$ cat src/vat_pkg.sv
// Shared types, register codes and constants of the vertex affine transform.
// Holds the payload structs, the arctangent table and the saturation helper.
// Used by vat_trig, vat_xform and vertex_affine_transform; depends on nothing.
package vat_pkg;

    localparam int COORD_W    = 32;
    localparam int CFG_DATA_W = 32;
    localparam int CFG_IDX_W  = 2;
    localparam int TRIG_W     = 32;
    localparam int TRIG_FRAC  = 30;
    localparam int WIDE_W     = 66;

    // Register indexes of the configuration port.
    localparam logic [CFG_IDX_W-1:0] CFG_OPERATION   = 2'd0;
    localparam logic [CFG_IDX_W-1:0] CFG_AXIS_SELECT = 2'd1;
    localparam logic [CFG_IDX_W-1:0] CFG_AMOUNT      = 2'd2;

    // Operation codes.
    localparam logic [1:0] OP_TRANSLATE = 2'd0;
    localparam logic [1:0] OP_ROTATE    = 2'd1;
    localparam logic [1:0] OP_SCALE     = 2'd2;

    // Axis codes.
    localparam logic [1:0] AXIS_X = 2'd0;
    localparam logic [1:0] AXIS_Y = 2'd1;
    localparam logic [1:0] AXIS_Z = 2'd2;

    // CORDIC start value (inverse gain) and degree-to-radian factor.
    localparam logic signed [TRIG_W-1:0] CORDIC_GAIN_Q30 = 32'sd652032874;
    localparam int                       DEG_RAD_W       = 27;
    localparam logic [DEG_RAD_W-1:0]     DEG_TO_RAD_Q32  = 27'd74961321;

    // Arctangent of 2^-i with 30 fraction bits, rounded.
    localparam int ATAN_LEN   = 32;
    localparam int ATAN_IDX_W = 5;
    localparam logic [TRIG_W-1:0] ATAN_Q30 [ATAN_LEN] = '{
        32'd843314857, 32'd497837829, 32'd263043837, 32'd133525159,
        32'd67021687,  32'd33543516,  32'd16775851,  32'd8388437,
        32'd4194283,   32'd2097149,   32'd1048576,   32'd524288,
        32'd262144,    32'd131072,    32'd65536,     32'd32768,
        32'd16384,     32'd8192,      32'd4096,      32'd2048,
        32'd1024,      32'd512,       32'd256,       32'd128,
        32'd64,        32'd32,        32'd16,        32'd8,
        32'd4,         32'd2,         32'd1,         32'd1
    };

    // One vertex on the input channel.
    typedef struct packed {
        logic signed [COORD_W-1:0] in_x;
        logic signed [COORD_W-1:0] in_y;
        logic signed [COORD_W-1:0] in_z;
        logic                      last_vertex;
    } t_vertex;

    // One transformed vertex on the output channel.
    typedef struct packed {
        logic signed [COORD_W-1:0] out_x;
        logic signed [COORD_W-1:0] out_y;
        logic signed [COORD_W-1:0] out_z;
        logic                      out_last;
    } t_result;

    // Cached sine and cosine (30 fraction bits) with their ready flag.
    typedef struct packed {
        logic                     ready;
        logic signed [TRIG_W-1:0] sine;
        logic signed [TRIG_W-1:0] cosine;
    } t_trig;

    // Clamp a wide signed value to the signed 32-bit range.
    function automatic logic signed [COORD_W-1:0] sat32(input logic signed [WIDE_W-1:0] v);
        logic signed [COORD_W-1:0] res;
        if (v > 66'sd2147483647) begin
            res = 32'sh7FFF_FFFF;
        end else if (v < -66'sd2147483648) begin
            res = 32'sh8000_0000;
        end else begin
            res = v[COORD_W-1:0];
        end
        return res;
    endfunction

endpackage

$ cat src/vat_trig.sv
// Sine and cosine unit: reduces the angle modulo 360 degrees with a reciprocal
// multiply and one correction, converts it to radians and runs an iterative CORDIC.
// Depends on vat_pkg.
module vat_trig #(
    parameter int FRACTION_BITS = 16,
    parameter int CORDIC_STEPS  = 24
) (
    input  logic                              i_clk,
    input  logic                              i_rst_n,
    input  logic                              i_start,
    input  logic signed [vat_pkg::COORD_W-1:0] i_amount,
    output vat_pkg::t_trig                    o_trig
);

    // Angle constants in the amount's fixed-point format.
    localparam longint FULL    = longint'(360) <<< FRACTION_BITS;
    localparam longint HALF    = longint'(180) <<< FRACTION_BITS;
    localparam longint QUARTER = longint'(90) <<< FRACTION_BITS;
    // Multiple of a full turn that makes every amount non-negative.
    localparam longint BIAS    = (((longint'(1) <<< 31) + FULL - 1) / FULL) * FULL;

    // A full turn is an odd count times 2^LOW_W, so the reduction divides the
    // upper bits by that odd count and leaves the lower bits untouched.
    localparam int     REM_W    = 35;
    localparam int     LOW_W    = FRACTION_BITS + 3;
    localparam int     TURN_ODD = int'(FULL >>> LOW_W);
    localparam int     T_W      = REM_W - LOW_W;
    localparam int     RECIP_SH = T_W + 1;
    localparam longint RECIP    = (longint'(1) <<< RECIP_SH) / TURN_ODD;
    localparam int     RECIP_W  = $clog2(RECIP + 1);
    localparam int     PQ_W     = T_W + RECIP_W;
    localparam int     MAG_W    = $clog2(QUARTER + 1);
    localparam int     PROD_W   = MAG_W + vat_pkg::DEG_RAD_W;
    localparam int     CORD_W   = 34;

    localparam logic [REM_W-1:0]        FULL_V   = REM_W'(FULL);
    localparam logic [REM_W-1:0]        HALF_V   = REM_W'(HALF);
    localparam logic [T_W:0]            TURN_V   = (T_W + 1)'(TURN_ODD);
    localparam logic [PQ_W-1:0]         RECIP_V  = PQ_W'(RECIP);
    localparam logic signed [REM_W:0]   BIAS_S   = (REM_W + 1)'(BIAS);
    localparam logic signed [REM_W:0]   FULL_S   = (REM_W + 1)'(FULL);
    localparam logic signed [REM_W:0]   HALF_S   = (REM_W + 1)'(HALF);
    localparam logic signed [REM_W:0]   QTR_S    = (REM_W + 1)'(QUARTER);
    localparam logic [PROD_W-1:0]       RAD_HALF = PROD_W'(longint'(1) <<< (FRACTION_BITS + 1));
    localparam logic [vat_pkg::ATAN_IDX_W-1:0] LAST_STEP =
        vat_pkg::ATAN_IDX_W'(CORDIC_STEPS - 1);

    typedef enum logic [2:0] {
        S_LOAD,
        S_QUOT,
        S_REDUCE,
        S_FOLD,
        S_RADIAN,
        S_ROTATE,
        S_DONE
    } t_state;

    t_state                          r_state;
    logic [REM_W-1:0]                r_rem;
    logic [T_W-1:0]                  r_quot;
    logic                            r_flip;
    logic                            r_neg;
    logic [MAG_W-1:0]                r_mag;
    logic signed [CORD_W-1:0]        r_x;
    logic signed [CORD_W-1:0]        r_y;
    logic signed [CORD_W-1:0]        r_z;
    logic [vat_pkg::ATAN_IDX_W-1:0]  r_step;
    logic signed [vat_pkg::TRIG_W-1:0] r_sine;
    logic signed [vat_pkg::TRIG_W-1:0] r_cosine;

    logic signed [REM_W:0]           w_load;
    logic [T_W-1:0]                  w_coarse;
    logic [PQ_W-1:0]                 w_qprod;
    logic [T_W:0]                    w_qmul;
    logic [T_W:0]                    w_part;
    logic [T_W:0]                    w_part_fix;
    logic signed [REM_W:0]           w_wrap;
    logic signed [REM_W:0]           w_fold;
    logic                            w_flip;
    logic signed [REM_W:0]           w_abs;
    logic [PROD_W-1:0]               w_prod;
    logic signed [CORD_W-1:0]        w_rad;
    logic signed [CORD_W-1:0]        w_xs;
    logic signed [CORD_W-1:0]        w_ys;
    logic signed [CORD_W-1:0]        w_atan;
    logic signed [CORD_W-1:0]        n_x;
    logic signed [CORD_W-1:0]        n_y;
    logic signed [CORD_W-1:0]        n_z;
    logic signed [CORD_W-1:0]        w_cos_out;
    logic signed [CORD_W-1:0]        w_sin_out;

    // Biased amount for the modulo reduction.
    assign w_load = (REM_W + 1)'(i_amount) + BIAS_S;

    // Whole turns by a reciprocal multiply; the estimate is exact or one low,
    // so one compare and subtract finishes the remainder.
    assign w_coarse   = r_rem[REM_W-1:LOW_W];
    assign w_qprod    = PQ_W'(w_coarse) * RECIP_V;
    assign w_qmul     = (T_W + 1)'(r_quot) * TURN_V;
    assign w_part     = {1'b0, w_coarse} - w_qmul;
    assign w_part_fix = (w_part >= TURN_V) ? (w_part - TURN_V) : w_part;

    // Fold the remainder into (-180, 180] and then into [-90, 90].
    always_comb begin
        w_wrap = (r_rem > HALF_V) ? $signed({1'b0, r_rem}) - FULL_S
                                  : $signed({1'b0, r_rem});
        w_flip = 1'b0;
        w_fold = w_wrap;
        if (w_wrap > QTR_S) begin
            w_fold = w_wrap - HALF_S;
            w_flip = 1'b1;
        end else if (w_wrap < -QTR_S) begin
            w_fold = w_wrap + HALF_S;
            w_flip = 1'b1;
        end
        w_abs = (w_fold < 0) ? -w_fold : w_fold;
    end

    // Degrees to radians with 30 fraction bits, rounded half up.
    assign w_prod = PROD_W'(r_mag) * PROD_W'(vat_pkg::DEG_TO_RAD_Q32) + RAD_HALF;
    assign w_rad  = CORD_W'(w_prod >> (FRACTION_BITS + 2));

    // One CORDIC rotation step.
    always_comb begin
        w_xs   = r_x >>> r_step;
        w_ys   = r_y >>> r_step;
        w_atan = CORD_W'(vat_pkg::ATAN_Q30[r_step]);
        if (!r_z[CORD_W-1]) begin
            n_x = r_x - w_ys;
            n_y = r_y + w_xs;
            n_z = r_z - w_atan;
        end else begin
            n_x = r_x + w_ys;
            n_y = r_y - w_xs;
            n_z = r_z + w_atan;
        end
        w_cos_out = r_flip ? -n_x : n_x;
        w_sin_out = r_flip ? -n_y : n_y;
    end

    // Sequencer: load, quotient estimate, remainder, fold, radian conversion, CORDIC.
    always_ff @(posedge i_clk) begin
        if (!i_rst_n) begin
            r_state  <= S_LOAD;
            r_sine   <= '0;
            r_cosine <= '0;
        end else if (i_start) begin
            r_state <= S_LOAD;
        end else begin
            unique case (r_state)
                S_LOAD: begin
                    r_rem   <= w_load[REM_W-1:0];
                    r_state <= S_QUOT;
                end
                S_QUOT: begin
                    r_quot  <= T_W'(w_qprod >> RECIP_SH);
                    r_state <= S_REDUCE;
                end
                S_REDUCE: begin
                    r_rem   <= {w_part_fix[T_W-1:0], r_rem[LOW_W-1:0]};
                    r_state <= S_FOLD;
                end
                S_FOLD: begin
                    r_flip  <= w_flip;
                    r_neg   <= (w_fold < 0);
                    r_mag   <= w_abs[MAG_W-1:0];
                    r_state <= S_RADIAN;
                end
                S_RADIAN: begin
                    r_x     <= CORD_W'(vat_pkg::CORDIC_GAIN_Q30);
                    r_y     <= '0;
                    r_z     <= r_neg ? -w_rad : w_rad;
                    r_step  <= '0;
                    r_state <= S_ROTATE;
                end
                S_ROTATE: begin
                    r_x    <= n_x;
                    r_y    <= n_y;
                    r_z    <= n_z;
                    r_step <= r_step + 1'b1;
                    if (r_step == LAST_STEP) begin
                        r_cosine <= w_cos_out[vat_pkg::TRIG_W-1:0];
                        r_sine   <= w_sin_out[vat_pkg::TRIG_W-1:0];
                        r_state  <= S_DONE;
                    end
                end
                S_DONE: begin
                    r_state <= S_DONE;
                end
                default: begin
                    r_state <= S_LOAD;
                end
            endcase
        end
    end

    assign o_trig.ready  = (r_state == S_DONE);
    assign o_trig.sine   = r_sine;
    assign o_trig.cosine = r_cosine;

    // The reduction must leave a value below one full turn.
    a_rem_reduced: assert property (@(posedge i_clk) disable iff (!i_rst_n)
        (r_state == S_FOLD) |-> (r_rem < FULL_V))
        else $error("angle remainder not reduced below a full turn");

    // Results are published only at the end of the CORDIC run.
    a_done_after_rotate: assert property (@(posedge i_clk) disable iff (!i_rst_n)
        ($rose(o_trig.ready)) |-> ($past(r_state == S_ROTATE) && $past(r_step == LAST_STEP)))
        else $error("trig ready raised outside the last CORDIC step");

endmodule

$ cat config.mk
export PLATFORM = sky130hd
export DESIGN_NAME = vat_trig
export DESIGN_NICKNAME = d
export VERILOG_FILES = /design/src/vat_pkg.sv /design/src/vat_trig.sv
export SDC_FILE = /design/constraint.sdc
export NUM_CORES = 2
export LEC_CHECK = 0
export BUFFER_PORTS_ARGS = -buffer_cell sky130_fd_sc_hd__buf_2
export CAP_MARGIN = 20
export CORE_MARGIN = 2
export CORE_UTILIZATION = 30
export DETAILED_ROUTE_END_ITERATION = 7
export GPL_TIMING_DRIVEN = 0
export HOLD_SLACK_MARGIN = 0.05
export MAX_ROUTING_LAYER = met4
export SETUP_SLACK_MARGIN = 0.15
export SYNTH_ARGS = -nofsm -noshare
export SYNTH_HDL_FRONTEND = slang
export SYNTH_SLANG_ARGS = --single-unit
$ cat constraint.sdc
create_clock -name i_clk -period 15.97 [get_ports i_clk]
set_input_delay 3.194 -clock i_clk [delete_from_list [all_inputs] [get_ports i_clk]]
set_output_delay 3.194 -clock i_clk [all_outputs]
set_load 0.01 [all_outputs]
### Word-level counts from Yosys, hierarchy flattened

Memory sizes are Yosys's and may differ from the RTL's.
Cells that the tools add are included.

* register bits: 245
* latch bits: 0
* RAM bits: 0
* ROM bits: 1024
* output and inout bits: 65
* memories: 1

Memory list
* (no name shown): depth 32, width 32, rd ports 1, clocked after memory_dff 0, write ports 0, RTL line vat_trig.sv:127 `w_atan = CORD_W'(vat_pkg::ATAN_Q30[r_step]);`

* $add $sub $neg: 18
* $mul: 3
* div/mod/pow operators: 0
* $lt $le $gt $ge: 6
* equality and inequality tests: 8
* shift operators: 2
* mux-type cells: 21
* bitwise gates (word level): 4
* reduce and logical (&&, ||, !) cells: 10

Operators with widths (count)
* $pmux W34 S2: 3
* $mux W34: 4
* $mux W32: 4
* $mux W36: 3
* $pmux W35 S2: 1
* $add A34 B34 Y34: 2
* $sshr A34 B5 Y34: 2
* $sub A34 B34 Y34: 2
* $neg A32 Y32: 2
* $add A50 B18 Y50 const B: 1
* $mul A23 B27 Y50 const B: 1
* $add A36 B25 Y36 const B: 1
* $gt A36 B24 Y1 const B: 1
* $lt A36 B1 Y1 const B: 1
* $lt A36 B24 Y1 const B: 1
* $sub A35 B25 Y36 const B: 1
* $sub A36 B25 Y36 const B: 1
* $gt A35 B24 Y1 const B: 1
* $add A32 B33 Y34 const B: 1
* $add A34 B33 Y34: 1
* $neg A32 Y34: 1
* $sub A34 B33 Y34: 1
* $mul A16 B7 Y23 const B: 1
* $mux W23: 1
* other kinds (24): 34

### Longest topological paths before layout

* depth after elaboration: 7
* mapped depth: 32
* gate-level depth less buffers: 29

### Worst setup path before layout

Ideal clock, no wire load.

* path type: input port to flip-flop
* start: input i_start
* end: register r_step[0] (netlist bit) (enable)
* library setup time: 726 ps
* data arrival time: 11282 ps
* required time: 15244 ps
* path slack: 3962 ps
* cell stages on the path: 3
* cells stage by stage: nand2b_1 > clkbuf_1 > nor3b_1

* word-level cells in the longest chain between the ends: 2

Ends and longest elaborated chain
* start, declared: RTL line vat_trig.sv:10 `input logic i_start,`
* $not A1 Y1 (no source line)
* $reduce_and A3 Y1 (no source line)
* end signal, assigned: RTL line vat_trig.sv:180 `r_step <= r_step + 1'b1;`
* end, declared: RTL line vat_trig.sv:67 `logic [vat_pkg::ATAN_IDX_W-1:0] r_step;`

Every way passes these cells.
A chain may end at the register's enable or synchronous reset.

### Final worst setup path

* start: register r_step[4] (netlist bit)
* end: register r_cosine[28] (netlist bit)

* word-level cells in the longest chain between the ends: 5
* elaborated cells between the ends (all ways): 8
* classes of those cells: 3 x add/sub; 1 x eq/ne; 1 x shift; 2 x mux; 1 x reduce/logical

Ends and longest elaborated chain
* $sshr A34 B5 Y34: RTL line vat_trig.sv:126 `w_ys = r_y >>> r_step;`
* $sub A34 B34 Y34 / $add A34 B34 Y34 (equally long branches): RTL line vat_trig.sv:129, vat_trig.sv:133
* $mux W34: RTL line vat_trig.sv:128 `if (!r_z[CORD_W-1]) begin`
* $neg A32 Y32: RTL line vat_trig.sv:137 `w_cos_out = r_flip ? -n_x : n_x;`
* $mux W32: RTL line vat_trig.sv:137
* end signal, assigned: RTL line vat_trig.sv:182 `r_cosine <= w_cos_out[vat_pkg::TRIG_W-1:0];`
* end, declared: RTL line vat_trig.sv:69 `logic signed [vat_pkg::TRIG_W-1:0] r_cosine;`

Parallel ways exist; a longest one is shown, timed or not.

==> flow_results.xml <==
<?xml version="1.0" encoding="UTF-8"?>
<metrics>
  <group name="logic_synthesis">
    <metric name="syn_area" unit="um^2">38700</metric>
    <metric name="synthesis.area_per_instance" unit="um^2">9.02</metric>
    <metric name="flip_flop_and_latch_count_after_synthesis" unit="">245</metric>
    <metric name="async_reset_ff_frac" unit="">0</metric>
    <metric name="synthFlopType" unit="">edfxtp_1</metric>
    <metric name="netlist_instances" unit="">4286</metric>
    <metric name="synth_enable_flop_cells" unit="">178</metric>
    <metric name="synthDistinctLibCells" unit="">119</metric>
    <metric name="yosys_warnings" unit="">0</metric>
    <metric name="synth_seq_area_share" unit="">0.173</metric>
    <metric name="mappedNetlistNets" unit="">5072</metric>
  </group>
  <group name="setup_path">
    <metric name="cp_common_cell" unit="">clkbuf_1</metric>
    <metric name="critical_path_required" unit="ns">16.50</metric>
    <metric name="cpPeakStageDelay" unit="ns">0.76</metric>
    <metric name="timing.critical_path.from_type" unit="">register</metric>
    <metric name="timing.critical_path.arrival" unit="ns">10.53</metric>
    <metric name="setup.reg_to_reg.worst_slack" unit="ns">5.96</metric>
    <metric name="setup.worst_path.end_class" unit="">register</metric>
    <metric name="crit_path_top_delay_cell" unit="">clkbuf_1</metric>
    <metric name="critical_path_peak_fanout" unit="">10</metric>
    <metric name="worstSetupPathType" unit="">reg2reg</metric>
  </group>
  <group name="layout">
    <metric name="final.fill_count" unit="">13200</metric>
    <metric name="signed_area_change_from_the_synthesized_netlist_to_the_final_layout" unit="%">10.3</metric>
    <metric name="inserted_diodes" unit="">0</metric>
    <metric name="fraction_of_final_layout_cells_sized_beyond_drive_strength_1" unit="">0.0896</metric>
    <metric name="fin_nets" unit="">5225</metric>
  </group>
  <group name="timing">
    <metric name="relSlewSlack" unit="">0.231</metric>
    <metric name="finalWorstSetupSlack" unit="ns">5.96</metric>
    <metric name="worst_clock_skew" unit="ns">0.0592</metric>
    <metric name="layout_min_cycle_time" unit="ns">10.01</metric>
    <metric name="worst_slew_pin_slew" unit="ns">1.14</metric>
    <metric name="fmax" unit="MHz">99.9</metric>
    <metric name="rsz_0062_raised_after_global_routing" unit="">false</metric>
    <metric name="hold_viol_final" unit="">0</metric>
    <metric name="worst_hold_slack" unit="ns">0.451</metric>
    <metric name="setup_viols_final" unit="">0</metric>
    <metric name="final-max-slew-violation-count" unit="">0</metric>
    <metric name="min_period_over_period" unit="">0.627</metric>
  </group>
  <group name="power">
    <metric name="power.ir.vdd_worst" unit="uV">325</metric>
    <metric name="leakagePower" unit="nW">18.5</metric>
    <metric name="fin_total_pwr" unit="mW">3.08</metric>
    <metric name="power_density" unit="nW/um^2">72.3</metric>
  </group>
  <group name="global_route">
    <metric name="grt_antenna_before_repair" unit="">0</metric>
    <metric name="gr-total-overflow" unit="">0</metric>
    <metric name="grt_pass1_vias" unit="">32400</metric>
    <metric name="global_route.usage.total" unit="">0.191</metric>
    <metric name="wire_length_of_the_first_global_routing_pass" unit="um">193000</metric>
    <metric name="largest_net_degree_at_the_start_of_global_routing" unit="">15</metric>
  </group>
  <group name="run_status">
    <metric name="outcome" unit="">finished, final reports clean</metric>
  </group>
  <group name="clocking">
    <metric name="cts_sink_count" unit="">245</metric>
    <metric name="cts_tree" unit="">built</metric>
    <metric name="cts.path.max_buffers" unit="">3</metric>
    <metric name="cts.reportedPaths.clkPinSlew" unit="ns">0.06</metric>
    <metric name="clock_insertion_delay_worst_skew" unit="ns">0.62</metric>
    <metric name="number_of_cells_upsized_or_downsized_after_cts" unit="">0</metric>
    <metric name="cts_hold_bufs" unit="">0</metric>
    <metric name="cts.repair_timing.setup_buffer_count" unit="">0</metric>
    <metric name="ctsHtreeMaxLevel" unit="">2</metric>
    <metric name="cts_made_buffers" unit="">35</metric>
    <metric name="cts_root_buf" unit="">clkbuf_16</metric>
  </group>
  <group name="die">
    <metric name="die_x" unit="um">363</metric>
    <metric name="initial_utilization" unit="">0.303</metric>
    <metric name="overall_die_area" unit="um^2">132000</metric>
    <metric name="die_h" unit="um">363</metric>
    <metric name="placement_rows" unit="">131</metric>
    <metric name="core" unit="um^2">128000</metric>
    <metric name="boundaryPins" unit="">100</metric>
  </group>
  <group name="route">
    <metric name="antenna_left" unit="">0</metric>
    <metric name="drt-wirelength-per-cell" unit="um">20.2</metric>
    <metric name="drt_iter0_drc" unit="">2697</metric>
    <metric name="routed_wirelength" unit="um">124000</metric>
    <metric name="via_per_inst" unit="">5.28</metric>
    <metric name="remaining_drc_errors" unit="">0</metric>
    <metric name="drt-pass1-iter-count" unit="">5</metric>
    <metric name="routed-via-count" unit="">32300</metric>
  </group>
  <group name="place">
    <metric name="gp_congestion" unit="">0.989</metric>
    <metric name="io_buffers" unit="">99</metric>
    <metric name="dp_hpwl" unit="um">102000</metric>
    <metric name="place_ws" unit="ns">6.26</metric>
  </group>
  <group name="min_path">
    <metric name="min-delay-path-class" unit="">reg2reg</metric>
  </group>
  <group name="run">
    <metric name="cap_viol_max_count" unit="">0</metric>
  </group>
</metrics>
## report_power, final
part	switching [mW]	internal, mW
Sequential	0.0170	0.715
Clock	0.334	0.498
Combinational	0.876	0.642
## final timing paths
kind,startpoint,end,depth (start not counted)
setup reg to reg,r_step[4],r_cosine[28],26
hold / removal,r_sine[8],r_sine[8],2
hold reg to reg,r_sine[8],r_sine[8],2
setup / recovery,r_step[4],r_cosine[28],26
## per-stage QoR
stage                     instance area [um^2]  TNS (ns)   util  std cells
after detailed placement                 41400         0  0.325       6063
after global placement                   41200   -139.71  0.323       6047
after floorplan                          38700         0      -       4286
after CTS                                42600         0  0.334       6125
final                                    42600         0  0.334       6126
after global routing                     42600         0  0.334       6126
## synthesized netlist by cell type (15+ instances only)
library cell | n | area, um^2
and3_1 | 25 | 156
o21a_1 | 38 | 285
fa_1 | 291 | 5830
nor3_1 | 89 | 445
xnor2_1 | 214 | 1870
nand2_1 | 265 | 995
a21oi_1 | 260 | 1300
and2_1 | 67 | 419
o211ai_1 | 23 | 173
mux4_2 | 97 | 2180
ha_1 | 460 | 5760
buf_2 | 19 | 95.1
o21bai_1 | 31 | 233
a31oi_1 | 53 | 332
xor2_1 | 136 | 1190
or3_1 | 30 | 188
or4_1 | 20 | 150
edfxtp_1 | 178 | 5350
dfxtp_1 | 67 | 1340
nand2b_1 | 46 | 288
or2_2 | 15 | 93.8
o21ai_0 | 176 | 881
clkbuf_1 | 109 | 409
nand4_1 | 25 | 156
nor4_1 | 21 | 131
a211oi_1 | 64 | 480
nor2_1 | 364 | 1370
mux2i_1 | 35 | 350
a21o_1 | 84 | 631
mux2_2 | 25 | 282
o31ai_1 | 34 | 255
inv_1 | 540 | 2030
nor2b_1 | 26 | 163
nand3_1 | 80 | 400
## cell type report
class / count / area (um^2) / share of cell area
multi-input combinational: 3338 / 29300 / 0.686
sequential: 245 / 6690 / 0.157
tap: 1662 / 2080 / 0.0488
inverter: 545 / 2050 / 0.0480
clock buffer: 48 / 977 / 0.0229
buffer: 158 / 697 / 0.0163
timing repair buffer: 116 / 677 / 0.0159
clock inverter: 14 / 208 / 0.00487
## flip-flops by register name (all words and copies together), names as in the netlist, 5 cells and up
name	cells
r_cosine	32
r_mag	23
r_quot	11
r_rem	35
r_sine	32
r_step	5
r_x	34
r_y	34
r_z	34
## routing by layer
| metal | vias up | global-route usage | wire length [um] |
|---|---|---|---|
| li1 | 15400 | - | - |
| met1 | 15900 | 0.255 | 56500 |
| met2 | 942 | 0.308 | 57200 |
| met3 | 159 | 0.0203 | 6450 |
| met4 | 0 | 0.0517 | 3390 |
| met5 | - | - | 0 |
## cells by family after synthesis
group                    synth area share
AO/OA/AOI/OAI                       0.159
XOR/XNOR                           0.0808
adder cells (fa/ha/maj)             0.299
buffers and inverters              0.0709
flip-flops                          0.173
multiplexers                       0.0728
AND/OR/NAND/NOR                     0.144
## placed cells by master, fill, tap and decap left out, types with 23 or more instances in the layout
| cell | instances |
|---|---|
| fa_1 | 291 |
| clkbuf_1 | 119 |
| ha_1 | 460 |
| and2_1 | 67 |
| a31oi_1 | 53 |
| dfxtp_1 | 67 |
| inv_1 | 540 |
| or3_1 | 30 |
| o21a_1 | 38 |
| and3_1 | 25 |
| xnor2_1 | 214 |
| mux2_2 | 25 |
| nor2b_1 | 26 |
| nand4_1 | 25 |
| o211ai_1 | 23 |
| o21bai_1 | 31 |
| nand2_1 | 265 |
| nor2_1 | 364 |
| edfxtp_1 | 178 |
| mux2i_1 | 35 |
| o31ai_1 | 34 |
| o21ai_0 | 176 |
| nand2b_1 | 46 |
| xor2_1 | 136 |
| a21oi_1 | 260 |
| a211oi_1 | 64 |
| nand3_1 | 80 |
| nor3_1 | 87 |
| a21o_1 | 84 |
| mux4_2 | 97 |
| buf_2 | 118 |
| clkbuf_16 | 37 |
## worst max-delay path, delay by kind of cell (launching register included)
kind / cells / cell delay [ns]
fa+ha+maj: 2 / 0.64
xor+xnor: 1 / 0.52
buf+inv: 6 / 3.53
flops: 1 / 0.52
simple gates: 11 / 2.67
compound gates: 6 / 2.01
No activity file was read; power rests on OpenSTA's default activity.
